`src/sv/piddr_pkg.sv`:
```
// Shared constants, types and interface structs for the PID/IIR duty regulator.
// No dependencies; imported by piddr_mac, piddr_div, pid_iir_duty_regulator and tb_top.
package piddr_pkg;

  // Output and fixed-point format
  localparam int DUTY_BITS  = 12;
  localparam int FRAC_BITS  = 16;
  localparam int DUTY_MAX   = (1 << DUTY_BITS) - 1;

  // Field and state widths
  localparam int MV_W       = 12;
  localparam int FB_W       = 21;
  localparam int ERR_W      = 22;
  localparam int DRV_W      = 25;
  localparam int COEF_W     = 32;
  localparam int COEF_FRAC  = 28;
  localparam int RUN_W      = 16;
  localparam int CFG_IDX_W  = 3;
  localparam int CFG_DATA_W = 32;

  // Serial datapath
  localparam int ACC_W      = 64;
  localparam int MUL_W      = DRV_W;   // multiplier bits, one per cycle
  localparam int Q_W        = FB_W;    // quotient bits, one per cycle
  localparam int DSR_W      = 32;

  // Stream widths, whole bytes
  localparam int S_TDATA_W  = ((MV_W + 7) / 8) * 8;
  localparam int M_TDATA_W  = ((DUTY_BITS + FB_W + 7) / 8) * 8;

  // Cubic correction: 1787 x^3 - 6413000 x^2 + 42716e6 x - 1436e9, scaled by 1e13.
  // Scaling to Q.F is x 2^F / 10^13 = x 2^(F-13) / 5^13.
  localparam int POLY_SH  = (FRAC_BITS >= 13) ? FRAC_BITS - 13 : 0;
  localparam int POLY_DSH = (FRAC_BITS >= 13) ? 0 : 13 - FRAC_BITS;
  localparam logic [DSR_W-1:0] POLY_DIV  = DSR_W'(64'd1220703125 << POLY_DSH);
  localparam logic [ACC_W-1:0] POLY_HALF = ACC_W'(POLY_DIV / 2);
  localparam logic signed [ACC_W-1:0] POLY_C3 = 64'sd1787;
  localparam logic signed [ACC_W-1:0] POLY_C2 = -64'sd6413000;
  localparam logic signed [ACC_W-1:0] POLY_C1 = 64'sd42716000000;
  localparam logic signed [ACC_W-1:0] POLY_C0 = -64'sd1436000000000;

  // Duty scaling: floor(y * DUTY_MAX / (12 * 2^F))
  localparam logic [DSR_W-1:0] DUTY_DIV = DSR_W'(64'd12 << FRAC_BITS);

  // Register reset values
  localparam logic signed [FB_W-1:0]   SETPOINT_RST = 21'sd393216;
  localparam logic signed [COEF_W-1:0] B0_RST       = 32'sd184411524;
  localparam logic signed [COEF_W-1:0] B1_RST       = -32'sd350318351;
  localparam logic signed [COEF_W-1:0] B2_RST       = 32'sd166212384;
  localparam logic signed [COEF_W-1:0] A1_RST       = -32'sd507708985;
  localparam logic signed [COEF_W-1:0] A2_RST       = 32'sd239273529;
  localparam logic [RUN_W-1:0]         RUN_RST      = 16'd2000;

  typedef enum logic [CFG_IDX_W-1:0] {
    REG_SETPOINT = 3'd0,
    REG_B0       = 3'd1,
    REG_B1       = 3'd2,
    REG_B2       = 3'd3,
    REG_A1       = 3'd4,
    REG_A2       = 3'd5,
    REG_RUN_LEN  = 3'd6
  } cfg_idx_e;

  typedef struct packed {
    logic                    start;
    logic                    load_acc;  // preset accumulator with addend
    logic signed [ACC_W-1:0] addend;
    logic signed [ACC_W-1:0] mcand;
    logic signed [MUL_W-1:0] mplier;
  } mac_cmd_t;

  typedef struct packed {
    logic                    busy;
    logic signed [ACC_W-1:0] acc;
  } mac_sts_t;

  typedef struct packed {
    logic             start;
    logic [ACC_W-1:0] dividend;
    logic [DSR_W-1:0] divisor;
  } div_cmd_t;

  typedef struct packed {
    logic           busy;
    logic           ovf;   // quotient does not fit in Q_W bits
    logic [Q_W-1:0] quo;
  } div_sts_t;

endpackage

```
`src/sv/piddr_mac.sv`:
```
// Bit-serial signed shift-add multiply-accumulate, one multiplier bit per cycle.
// Depends on piddr_pkg.
module piddr_mac import piddr_pkg::*; (
  input  logic     clk_i,
  input  logic     rst_ni,
  input  mac_cmd_t cmd_i,
  output mac_sts_t sts_o
);

  localparam int CNT_W = $clog2(MUL_W);

  logic                    busy_q, busy_d;
  logic [CNT_W-1:0]        cnt_q, cnt_d;
  logic signed [ACC_W-1:0] acc_q, acc_d;
  logic signed [ACC_W-1:0] mcand_q, mcand_d;
  logic [MUL_W-1:0]        mpl_q, mpl_d;
  logic                    last;
  logic [ACC_W-1:0]        term;

  always_comb begin
    last    = (cnt_q == CNT_W'(MUL_W - 1));
    // sign bit of the multiplier has negative weight: add ~mcand + 1
    term    = mcand_q ^ {ACC_W{last}};
    busy_d  = busy_q;
    cnt_d   = cnt_q;
    acc_d   = acc_q;
    mcand_d = mcand_q;
    mpl_d   = mpl_q;
    if (cmd_i.start) begin
      busy_d  = 1'b1;
      cnt_d   = '0;
      acc_d   = cmd_i.load_acc ? cmd_i.addend : acc_q;
      mcand_d = cmd_i.mcand;
      mpl_d   = cmd_i.mplier;
    end else if (busy_q) begin
      if (mpl_q[0]) begin
        acc_d = acc_q + term + ACC_W'(last);
      end
      mcand_d = mcand_q <<< 1;
      mpl_d   = mpl_q >> 1;
      cnt_d   = cnt_q + 1'b1;
      if (last) begin
        busy_d = 1'b0;
      end
    end
  end

  always_ff @(posedge clk_i or negedge rst_ni) begin
    if (!rst_ni) begin
      busy_q <= 1'b0;
      cnt_q  <= '0;
    end else begin
      busy_q <= busy_d;
      cnt_q  <= cnt_d;
    end
  end

  always_ff @(posedge clk_i) begin
    acc_q   <= acc_d;
    mcand_q <= mcand_d;
    mpl_q   <= mpl_d;
  end

  assign sts_o.busy = busy_q;
  assign sts_o.acc  = acc_q;

`ifndef NO_ASSERTIONS
  a_no_restart: assert property (@(posedge clk_i) disable iff (!rst_ni)
    cmd_i.start |-> !busy_q)
    else $error("multiply started while a pass is running");
`endif

endmodule

```
`src/sv/piddr_div.sv`:
```
// Restoring divider, one quotient bit per cycle, with an overflow flag.
// Depends on piddr_pkg.
module piddr_div import piddr_pkg::*; (
  input  logic     clk_i,
  input  logic     rst_ni,
  input  div_cmd_t cmd_i,
  output div_sts_t sts_o
);

  localparam int CNT_W = $clog2(Q_W);

  logic             busy_q, busy_d;
  logic [CNT_W-1:0] cnt_q, cnt_d;
  logic [ACC_W-1:0] rem_q, rem_d;
  logic [ACC_W-1:0] dsr_q, dsr_d;
  logic [Q_W-1:0]   quo_q, quo_d;
  logic             ovf_q, ovf_d;
  logic             ge;

  always_comb begin
    ge     = (rem_q >= dsr_q);
    busy_d = busy_q;
    cnt_d  = cnt_q;
    rem_d  = rem_q;
    dsr_d  = dsr_q;
    quo_d  = quo_q;
    ovf_d  = ovf_q;
    if (cmd_i.start) begin
      busy_d = 1'b1;
      cnt_d  = '0;
      rem_d  = cmd_i.dividend;
      dsr_d  = ACC_W'(cmd_i.divisor) << (Q_W - 1);
      quo_d  = '0;
      ovf_d  = (cmd_i.dividend >= (ACC_W'(cmd_i.divisor) << Q_W));
    end else if (busy_q) begin
      if (ge) begin
        rem_d = rem_q - dsr_q;
      end
      quo_d = {quo_q[Q_W-2:0], ge};
      dsr_d = dsr_q >> 1;
      cnt_d = cnt_q + 1'b1;
      if (cnt_q == CNT_W'(Q_W - 1)) begin
        busy_d = 1'b0;
      end
    end
  end

  always_ff @(posedge clk_i or negedge rst_ni) begin
    if (!rst_ni) begin
      busy_q <= 1'b0;
      cnt_q  <= '0;
    end else begin
      busy_q <= busy_d;
      cnt_q  <= cnt_d;
    end
  end

  always_ff @(posedge clk_i) begin
    rem_q <= rem_d;
    dsr_q <= dsr_d;
    quo_q <= quo_d;
    ovf_q <= ovf_d;
  end

  assign sts_o.busy = busy_q;
  assign sts_o.ovf  = ovf_q;
  assign sts_o.quo  = quo_q;

`ifndef NO_ASSERTIONS
  a_no_restart: assert property (@(posedge clk_i) disable iff (!rst_ni)
    cmd_i.start |-> !busy_q)
    else $error("division started while one is running");
`endif

endmodule

```
`src/sv/pid_iir_duty_regulator.sv`:
```
// Duty regulator top level: stream ports, register file, sequencer, result register.
// Depends on piddr_pkg, piddr_mac and piddr_div.
//
// One feedback sample (millivolts) in, one result out: PWM duty, the corrected
// feedback voltage (signed Q4.16) and a done flag. The sample is scaled to volts,
// corrected by a fixed cubic, subtracted from the setpoint, and filtered by a
// second-order direct-form-I IIR (PID with filtered derivative) with Q3.28
// coefficients; the drive is scaled by DUTY_MAX/12 and clamped. All arithmetic
// runs on one shift-add multiplier (one multiplier bit per cycle) and one
// restoring divider (one quotient bit per cycle). A regulated sample runs three
// Horner passes and five filter terms on the multiplier and two divider runs,
// with sequencing states between them. When the drive is not positive the duty
// division is skipped. Once run_length samples have been regulated, each
// request is answered with duty 0, feedback 0 and done set: it goes straight
// to S_OUT and from there to the output register, and the filter state stays
// frozen. One sample is in flight at a time; the next request is taken as soon
// as the result has moved to the output register, even while that register
// still waits for m_axis_tready_i. Configuration is to be written only while
// idle by the user; the block itself does not enforce it. There is no
// read-back and unknown indexes are ignored.
module pid_iir_duty_regulator import piddr_pkg::*; (
  input  logic                  clk_i,
  input  logic                  rst_ni,
  // feedback request
  input  logic                  s_axis_tvalid_i,
  output logic                  s_axis_tready_o,
  input  logic [S_TDATA_W-1:0]  s_axis_tdata_i,   // [11:0] feedback_mv
  // result
  output logic                  m_axis_tvalid_o,
  input  logic                  m_axis_tready_i,
  output logic [M_TDATA_W-1:0]  m_axis_tdata_o,   // [11:0] duty, [32:12] corrected_feedback
  output logic                  m_axis_tuser_o,   // [0] done_res
  // configuration
  input  logic                  cfg_we_i,
  input  logic [CFG_IDX_W-1:0]  cfg_idx_i,
  input  logic [CFG_DATA_W-1:0] cfg_data_i
);

  typedef enum logic [8:0] {
    S_IDLE   = 9'b000000001,
    S_POLY   = 9'b000000010,  // Horner passes of the cubic
    S_PDIV   = 9'b000000100,  // scale cubic to Q.F
    S_ERR    = 9'b000001000,
    S_FILT   = 9'b000010000,  // five filter terms
    S_ROUND  = 9'b000100000,
    S_DSTART = 9'b001000000,  // history update, start duty scaling
    S_DDIV   = 9'b010000000,
    S_OUT    = 9'b100000000
  } state_e;

  typedef enum logic [2:0] {
    T_ERR = 3'd0,
    T_E0  = 3'd1,
    T_E1  = 3'd2,
    T_Y0  = 3'd3,
    T_Y1  = 3'd4
  } term_e;

  localparam logic [1:0] POLY_LAST = 2'd2;
  localparam logic [FB_W-1:0] FB_POS = {1'b0, {(FB_W-1){1'b1}}};
  localparam logic [FB_W-1:0] FB_NEG = {1'b1, {(FB_W-1){1'b0}}};
  localparam logic signed [ACC_W-1:0] RND_HALF  = ACC_W'(1) <<< (COEF_FRAC - 1);
  localparam logic signed [ACC_W-1:0] DRV_MAX_S = (ACC_W'(1) <<< (DRV_W - 1)) - 1;
  localparam logic signed [ACC_W-1:0] DRV_MIN_S = -(ACC_W'(1) <<< (DRV_W - 1));
  localparam logic [DRV_W-1:0] DRV_POS = {1'b0, {(DRV_W-1){1'b1}}};
  localparam logic [DRV_W-1:0] DRV_NEG = {1'b1, {(DRV_W-1){1'b0}}};

  // configuration
  logic signed [FB_W-1:0]   setpoint_q;
  logic signed [COEF_W-1:0] b0_q, b1_q, b2_q, a1_q, a2_q;
  logic [RUN_W-1:0]         run_len_q;

  // sequencer
  state_e     state_q, state_d;
  logic [1:0] step_q, step_d;
  term_e      term_q, term_d, term_nx;

  // per-sample working values
  logic [MV_W-1:0]         x_q, x_d;
  logic                    neg_q, neg_d;
  logic signed [FB_W-1:0]  fb_q, fb_d;
  logic signed [ERR_W-1:0] err_q, err_d;
  logic signed [DRV_W-1:0] y_q, y_d;
  logic [DUTY_BITS-1:0]    res_duty_q, res_duty_d;
  logic                    res_done_q, res_done_d;

  // filter state
  logic signed [ERR_W-1:0] e0_q, e1_q;
  logic signed [DRV_W-1:0] y0_q, y1_q;
  logic [RUN_W-1:0]        cnt_q;

  // result register
  logic                 out_valid_q, out_valid_d;
  logic [DUTY_BITS-1:0] out_duty_q;
  logic [FB_W-1:0]      out_fb_q;
  logic                 out_done_q;
  logic                 out_load;

  // serial units
  mac_cmd_t mac_cmd;
  mac_sts_t mac_sts;
  div_cmd_t div_cmd;
  div_sts_t div_sts;

  // datapath helpers
  logic                    run_over;
  logic [MUL_W-1:0]        x_ext;
  logic signed [ACC_W-1:0] num_sh;
  logic [ACC_W-1:0]        poly_dvd;
  logic signed [FB_W-1:0]  fb_sat;
  logic signed [ERR_W-1:0] err_calc;
  logic signed [ACC_W-1:0] rnd_sum, rnd_val;
  logic signed [DRV_W-1:0] y_sat;
  logic                    y_pos;
  logic [ACC_W-1:0]        duty_dvd;
  logic [DUTY_BITS-1:0]    duty_sat;
  logic signed [ACC_W-1:0] coef_nx;
  logic signed [MUL_W-1:0] hist_nx;

  piddr_mac u_mac (
    .clk_i  (clk_i),
    .rst_ni (rst_ni),
    .cmd_i  (mac_cmd),
    .sts_o  (mac_sts)
  );

  piddr_div u_div (
    .clk_i  (clk_i),
    .rst_ni (rst_ni),
    .cmd_i  (div_cmd),
    .sts_o  (div_sts)
  );

  // register file
  always_ff @(posedge clk_i or negedge rst_ni) begin
    if (!rst_ni) begin
      setpoint_q <= SETPOINT_RST;
      b0_q       <= B0_RST;
      b1_q       <= B1_RST;
      b2_q       <= B2_RST;
      a1_q       <= A1_RST;
      a2_q       <= A2_RST;
      run_len_q  <= RUN_RST;
    end else if (cfg_we_i) begin
      unique case (cfg_idx_e'(cfg_idx_i))
        REG_SETPOINT: setpoint_q <= cfg_data_i[FB_W-1:0];
        REG_B0:       b0_q       <= cfg_data_i[COEF_W-1:0];
        REG_B1:       b1_q       <= cfg_data_i[COEF_W-1:0];
        REG_B2:       b2_q       <= cfg_data_i[COEF_W-1:0];
        REG_A1:       a1_q       <= cfg_data_i[COEF_W-1:0];
        REG_A2:       a2_q       <= cfg_data_i[COEF_W-1:0];
        REG_RUN_LEN:  run_len_q  <= cfg_data_i[RUN_W-1:0];
        default: ;
      endcase
    end
  end

  // datapath terms
  always_comb begin
    run_over = (cnt_q >= run_len_q);
    x_ext    = MUL_W'(x_q);

    // |num| << sh + d/2, sign folded into one add or subtract
    num_sh   = mac_sts.acc <<< POLY_SH;
    poly_dvd = mac_sts.acc[ACC_W-1] ? (POLY_HALF - num_sh) : (num_sh + POLY_HALF);

    // quotient is a magnitude; restore sign and saturate to Q4.16
    if (neg_q) begin
      fb_sat = (div_sts.ovf || (div_sts.quo > FB_NEG)) ? FB_NEG : -div_sts.quo;
    end else begin
      fb_sat = (div_sts.ovf || (div_sts.quo > FB_POS)) ? FB_POS : div_sts.quo;
    end

    err_calc = ERR_W'(setpoint_q) - ERR_W'(fb_q);

    // Q(F+28) -> Q.F, halves up, then saturate to the drive range
    rnd_sum = mac_sts.acc + RND_HALF;
    rnd_val = rnd_sum >>> COEF_FRAC;
    if (rnd_val > DRV_MAX_S) begin
      y_sat = DRV_POS;
    end else if (rnd_val < DRV_MIN_S) begin
      y_sat = DRV_NEG;
    end else begin
      y_sat = rnd_val[DRV_W-1:0];
    end

    y_pos    = !y_q[DRV_W-1] && (y_q != '0);
    duty_dvd = (ACC_W'(y_q) << DUTY_BITS) - ACC_W'(y_q);
    duty_sat = (div_sts.ovf || (div_sts.quo > Q_W'(DUTY_MAX))) ?
               DUTY_BITS'(DUTY_MAX) : div_sts.quo[DUTY_BITS-1:0];

    // operands of the next filter term; a-terms are subtracted
    term_nx = term_e'(term_q + 3'd1);
    case (term_nx)
      T_E0: begin
        coef_nx = ACC_W'(b1_q);
        hist_nx = MUL_W'(e0_q);
      end
      T_E1: begin
        coef_nx = ACC_W'(b2_q);
        hist_nx = MUL_W'(e1_q);
      end
      T_Y0: begin
        coef_nx = -ACC_W'(a1_q);
        hist_nx = y0_q;
      end
      T_Y1: begin
        coef_nx = -ACC_W'(a2_q);
        hist_nx = y1_q;
      end
      default: begin
        coef_nx = ACC_W'(b0_q);
        hist_nx = MUL_W'(err_q);
      end
    endcase
  end

  // sequencer
  assign s_axis_tready_o = (state_q == S_IDLE);
  assign out_load        = (state_q == S_OUT) && (!out_valid_q || m_axis_tready_i);

  always_comb begin
    state_d    = state_q;
    step_d     = step_q;
    term_d     = term_q;
    x_d        = x_q;
    neg_d      = neg_q;
    fb_d       = fb_q;
    err_d      = err_q;
    y_d        = y_q;
    res_duty_d = res_duty_q;
    res_done_d = res_done_q;
    mac_cmd    = '0;
    div_cmd    = '0;

    unique case (state_q)
      S_IDLE: begin
        if (s_axis_tvalid_i) begin
          x_d = s_axis_tdata_i[MV_W-1:0];
          if (run_over) begin
            res_duty_d = '0;
            fb_d       = '0;
            res_done_d = 1'b1;
            state_d    = S_OUT;
          end else begin
            res_done_d       = 1'b0;
            step_d           = '0;
            mac_cmd.start    = 1'b1;
            mac_cmd.load_acc = 1'b1;
            mac_cmd.addend   = POLY_C2;
            mac_cmd.mcand    = POLY_C3;
            mac_cmd.mplier   = MUL_W'(s_axis_tdata_i[MV_W-1:0]);
            state_d          = S_POLY;
          end
        end
      end
      S_POLY: begin
        if (!mac_sts.busy) begin
          if (step_q == POLY_LAST) begin
            neg_d            = mac_sts.acc[ACC_W-1];
            div_cmd.start    = 1'b1;
            div_cmd.dividend = poly_dvd;
            div_cmd.divisor  = POLY_DIV;
            state_d          = S_PDIV;
          end else begin
            step_d           = step_q + 2'd1;
            mac_cmd.start    = 1'b1;
            mac_cmd.load_acc = 1'b1;
            mac_cmd.addend   = (step_q == '0) ? POLY_C1 : POLY_C0;
            mac_cmd.mcand    = mac_sts.acc;
            mac_cmd.mplier   = x_ext;
          end
        end
      end
      S_PDIV: begin
        if (!div_sts.busy) begin
          fb_d    = fb_sat;
          state_d = S_ERR;
        end
      end
      S_ERR: begin
        err_d            = err_calc;
        term_d           = T_ERR;
        mac_cmd.start    = 1'b1;
        mac_cmd.load_acc = 1'b1;
        mac_cmd.addend   = '0;
        mac_cmd.mcand    = ACC_W'(b0_q);
        mac_cmd.mplier   = MUL_W'(err_calc);
        state_d          = S_FILT;
      end
      S_FILT: begin
        if (!mac_sts.busy) begin
          if (term_q == T_Y1) begin
            state_d = S_ROUND;
          end else begin
            term_d         = term_nx;
            mac_cmd.start  = 1'b1;
            mac_cmd.mcand  = coef_nx;
            mac_cmd.mplier = hist_nx;
          end
        end
      end
      S_ROUND: begin
        y_d     = y_sat;
        state_d = S_DSTART;
      end
      S_DSTART: begin
        if (y_pos) begin
          div_cmd.start    = 1'b1;
          div_cmd.dividend = duty_dvd;
          div_cmd.divisor  = DUTY_DIV;
          state_d          = S_DDIV;
        end else begin
          res_duty_d = '0;
          state_d    = S_OUT;
        end
      end
      S_DDIV: begin
        if (!div_sts.busy) begin
          res_duty_d = duty_sat;
          state_d    = S_OUT;
        end
      end
      S_OUT: begin
        if (out_load) begin
          state_d = S_IDLE;
        end
      end
      default: state_d = S_IDLE;
    endcase

    if (out_load) begin
      out_valid_d = 1'b1;
    end else if (m_axis_tready_i) begin
      out_valid_d = 1'b0;
    end else begin
      out_valid_d = out_valid_q;
    end
  end

  always_ff @(posedge clk_i or negedge rst_ni) begin
    if (!rst_ni) begin
      state_q     <= S_IDLE;
      step_q      <= '0;
      term_q      <= T_ERR;
      out_valid_q <= 1'b0;
    end else begin
      state_q     <= state_d;
      step_q      <= step_d;
      term_q      <= term_d;
      out_valid_q <= out_valid_d;
    end
  end

  // filter history and sample count advance once per regulated sample
  always_ff @(posedge clk_i or negedge rst_ni) begin
    if (!rst_ni) begin
      e0_q  <= '0;
      e1_q  <= '0;
      y0_q  <= '0;
      y1_q  <= '0;
      cnt_q <= '0;
    end else if (state_q == S_DSTART) begin
      e1_q  <= e0_q;
      e0_q  <= err_q;
      y1_q  <= y0_q;
      y0_q  <= y_q;
      cnt_q <= cnt_q + 1'b1;
    end
  end

  always_ff @(posedge clk_i) begin
    x_q        <= x_d;
    neg_q      <= neg_d;
    fb_q       <= fb_d;
    err_q      <= err_d;
    y_q        <= y_d;
    res_duty_q <= res_duty_d;
    res_done_q <= res_done_d;
    if (out_load) begin
      out_duty_q <= res_duty_q;
      out_fb_q   <= fb_q;
      out_done_q <= res_done_q;
    end
  end

  assign m_axis_tvalid_o = out_valid_q;
  assign m_axis_tdata_o  = {{(M_TDATA_W - DUTY_BITS - FB_W){1'b0}}, out_fb_q, out_duty_q};
  assign m_axis_tuser_o  = out_done_q;

`ifndef NO_ASSERTIONS
  a_run_over: assert property (@(posedge clk_i) disable iff (!rst_ni)
    s_axis_tvalid_i && s_axis_tready_o && run_over |=> (state_q == S_OUT) && res_done_q)
    else $error("finished run did not answer directly");

  a_one_unit: assert property (@(posedge clk_i) disable iff (!rst_ni)
    !(mac_sts.busy && div_sts.busy))
    else $error("multiplier and divider busy together");

  a_done_zero: assert property (@(posedge clk_i) disable iff (!rst_ni)
    m_axis_tvalid_o && m_axis_tuser_o |-> (out_duty_q == '0) && (out_fb_q == '0))
    else $error("done result carries nonzero payload");

  a_count_hold: assert property (@(posedge clk_i) disable iff (!rst_ni)
    state_q != S_DSTART |=> cnt_q == $past(cnt_q))
    else $error("sample count moved outside history update");
`endif

endmodule

```
`config.mk`:
```
export PLATFORM = sky130hd
export DESIGN_NAME = pid_iir_duty_regulator
export DESIGN_NICKNAME = d
export VERILOG_FILES = /design/src/sv/piddr_pkg.sv /design/src/sv/piddr_mac.sv /design/src/sv/piddr_div.sv /design/src/sv/pid_iir_duty_regulator.sv
export SDC_FILE = /design/constraint.sdc
export NUM_CORES = 2
export LEC_CHECK = 0
export ABC_AREA = 1
export BUFFER_PORTS_ARGS = -buffer_cell sky130_fd_sc_hd__buf_2
export CAP_MARGIN = 15
export CORE_UTILIZATION = 54
export DETAILED_ROUTE_END_ITERATION = 6
export GPL_TIMING_DRIVEN = 0
export PLACE_DENSITY_LB_ADDON = 0.3
export SETUP_SLACK_MARGIN = 0.3
export SYNTH_ARGS = -nofsm -noshare
export SYNTH_HDL_FRONTEND = slang
export SYNTH_SLANG_ARGS = --single-unit
export TNS_END_PERCENT = 5
```
`constraint.sdc`:
```
create_clock -name clk_i -period 18.45 [get_ports clk_i]
set_input_delay 3.69 -clock clk_i [delete_from_list [all_inputs] [get_ports clk_i]]
set_output_delay 3.69 -clock clk_i [all_outputs]
set_load 0.005 [all_outputs]
```
==> run metrics <==
die footprint=between 90000 and 100000 sq um; fillers=8803; buffer count from post-CTS setup fixing=0; Worst-Margin Slew=roughly 1.3 ns; Fin Setup TNS=0 ns; leading cell type in the layout, fill and taps excluded=nand2_1; Mapped Area=approximately 50000 sq um; Final Hold Fails=0; EDFF count, synth=between 300 and 400; Cells after DPL=~8300; Worst Path Arrival=~6.8 ns; RSZ-0062 raised after global routing=no; max cap viols=0; Final HPWL DP=153000 um; hold crit path type=flop to flop; Synth Register Bits=between 700 and 800; DR WL/cell=about 23 um; CTS Buffer Depth=3; Worst-path clk slew=0.07 ns; Syn Area/Cell=roughly 7.4 sq um; Async SR Flop Fraction=around 44%; clk root buf=clkbuf_16; Vias/cell=between 6 and 7; Multi-input gate area=26300 sq um; overflow left after global routing=0; Seq/Total Area, Yosys=40.1%; Layout Skew=0.0364 ns; first-pass GRT wire length=292000 um; FP Rows=112; Final Non-Filler Cells=8436; Residual DRC=1; final WL=approximately 200000 um; I/O Buffers=87; Die X=around 310 um; Final period util=34.1%; failing checks=DRC; Setup CP Type=primary input to flop; fmax=approximately 160 MHz; CP Launch Point=s_axis_tvalid_i; worst path required time=about 19 ns; Ant. Diodes=0; Cells after Synth=around 6900; outcome=finished with violations; largest net degree at the start of global routing=between 100 and 150; share of cells above drive strength 1=between 7 and 8%; TritonCTS Buffers=between 80 and 90; vias in the first global route=between 40000 and 50000; Worst R2R Start=u_mac.cnt_q[0]$_DFFE_PN0P_; YS warnings=0; ys flop type=edfxtp_1; min cycle time layout=roughly 6.3 ns; GP Congestion=just over 1; VDD IR max=0.148 mV; commonest non-fill, non-tap cells in the layout=nand2_1, inv_1, nor2_1; HP Start=res_duty_q[0]$_SDFFCE_PP0P_; Reg area=20600 sq um; DR iter-0 viols=around 6300; worst-skew pair later-pin latency=around 0.7 ns; Crit Path Max Fanout=10; Final Util=between 60% and 70%; area grow syn2layout=10.2%; initial antenna violation count=2; CTS HTree Levels=3; Starting Density=a little over half; CTS Hold Buffers Added=0; I/O Pins=99; Max-slew headroom=between 10 and 15%; overall routing resource usage=39.6%; final setup violation count=0; Die Y=311 um; Yosys cell types=between 70 and 80; PD cells=approximately 150 nW/um^2; CTS tree=yes; Nets=around 7400; Lkg Pwr=25.7 nW; PostCTS Resize Cnt=0; Routed Antenna Nets=0; startpoint types=primary input; DR pass1 iterations=7; # clock sinks=752; CORE AREA=93900 sq um; Vias=about 50000; critical path endpoint category=flop; Slew Limit Fails=0
==> metal layers <==
metal / share of wire, % / vias to the layer above / track usage [%]
met1: 42 / 24300 / 54.3
met2: 44 / 2691 / 61.6
met5: 0 / - / 0
met4: 4.8 / 0 / 16.6
met3: 9.7 / 493 / 7.32
li1: - / 23600 / -
==> stage by stage <==
step | cell area, sq um | total power [mW] | hold WS [ns] | setup WS [ns]
floorplan | 51500 | 5.05 | 0.400 | 9.49
global placement | 53500 | 6.23 | 0.402 | 6.43
detailed placement | 53700 | 6.29 | 0.410 | 11.65
CTS | 56700 | 8.11 | 0.420 | 12.35
global route | 56700 | 8.67 | 0.425 | 12.18
finish | 56700 | 8.24 | 0.426 | 12.16
==> kinds of logic (layout without fill, tap and decap cells) <==
logic type | count (synthesis) | in the layout | share of synthesized area, %
other | 1 | 7 | 0.00729
buffers and inverters | 1191 | 1446 | 9.04
adders and majority gates | 219 | 219 | 5.37
and+or+nand+nor | 3069 | 3069 | 25.3
AOI/OAI and AO/OA | 1452 | 1452 | 16.2
DFF | 752 | 752 | 40.1
xor gates and xnor gates | 237 | 237 | 4.03
==> cell usage after synthesis (32+ instances only) <==
cell	n	area, sq um
o211ai_1	36	270
nor3_1	82	410
nor4_1	34	213
edfxtp_1	377	11300
a22oi_1	33	248
nand3_1	424	2120
or2_2	32	200
dfxtp_1	41	821
a21oi_1	375	1880
nand2_1	1569	5890
ha_1	216	2700
o2111ai_1	32	280
nand4_1	109	682
clkbuf_1	138	518
dfrtp_1	249	6230
dfstp_2	85	2230
a31oi_1	63	394
a221oi_1	42	368
o21ai_0	641	3210
o22ai_1	51	319
xor2_1	121	1060
buf_2	69	345
nor2_1	726	2730
xnor2_1	116	1020
inv_1	915	3430
==> registers in the layout, indices dropped and copies added (netlist names), 16 cells and up <==
name           flops
cnt_q             16
y0_q              25
u_mac.mpl_q       25
u_div.rem_q       64
u_div.dsr_q       51
run_len_q         16
u_mac.acc_q       64
b0_q              32
b2_q              32
e1_q              22
a1_q              32
y1_q              25
setpoint_q        21
out_fb_q          21
err_q             22
b1_q              32
fb_q              21
y_q               25
u_div.quo_q       21
u_mac.mcand_q     64
e0_q              22
a2_q              32
==> where the power goes <==
part	leakage (nW)	switching, mW	total (mW)	internal, mW
logic	16.1	2.63	3.81	1.18
registers	8.13	0.325	2.61	2.29
clock network	1.45	0.750	1.81	1.06
==> final cells by class <==
cell class / instances / share of cell area, %
buffer: 248 / 1.96
clock buffer: 123 / 4.42
clock inverter: 35 / 0.838
inverter: 943 / 6.25
multi-input combinational: 4984 / 46.3
sequential: 752 / 36.3
tap: 1254 / 2.77
timing repair buffer: 97 / 1.16
==> worst max-delay path: stages <==
cell	delay [ns]
buf_2	0.13
inv_1	0.08
nor2_1	0.14
nand2_1	0.43
nand4_2	0.48
inv_2	0.46
buf_1	0.98
nand2_1	0.24
nand4_1	0.15
==> final timing paths <==
| path | slack, ns | cells past startpoint | to |
|---|---|---|---|
| max in group asynchronous | 14.22 | 3 | state_q[0]$_DFFE_PN1P_ |
| setup reg to reg | 12.76 | 20 | u_mac.acc_q[54]$_DFFE_PP_ |
| hold reg to reg | 0.43 | 0 | out_duty_q[0]$_DFFE_PP_ |
| hold / removal | 0.43 | 0 | out_duty_q[0]$_DFFE_PP_ |
| setup / recovery | 12.16 | 9 | u_mac.mpl_q[3]$_DFFE_PP_ |
| min in group asynchronous | 2.93 | 1 | a1_q[17]$_DFFE_PN0P_ |
Note: power is estimated with default switching activity, not from simulation.
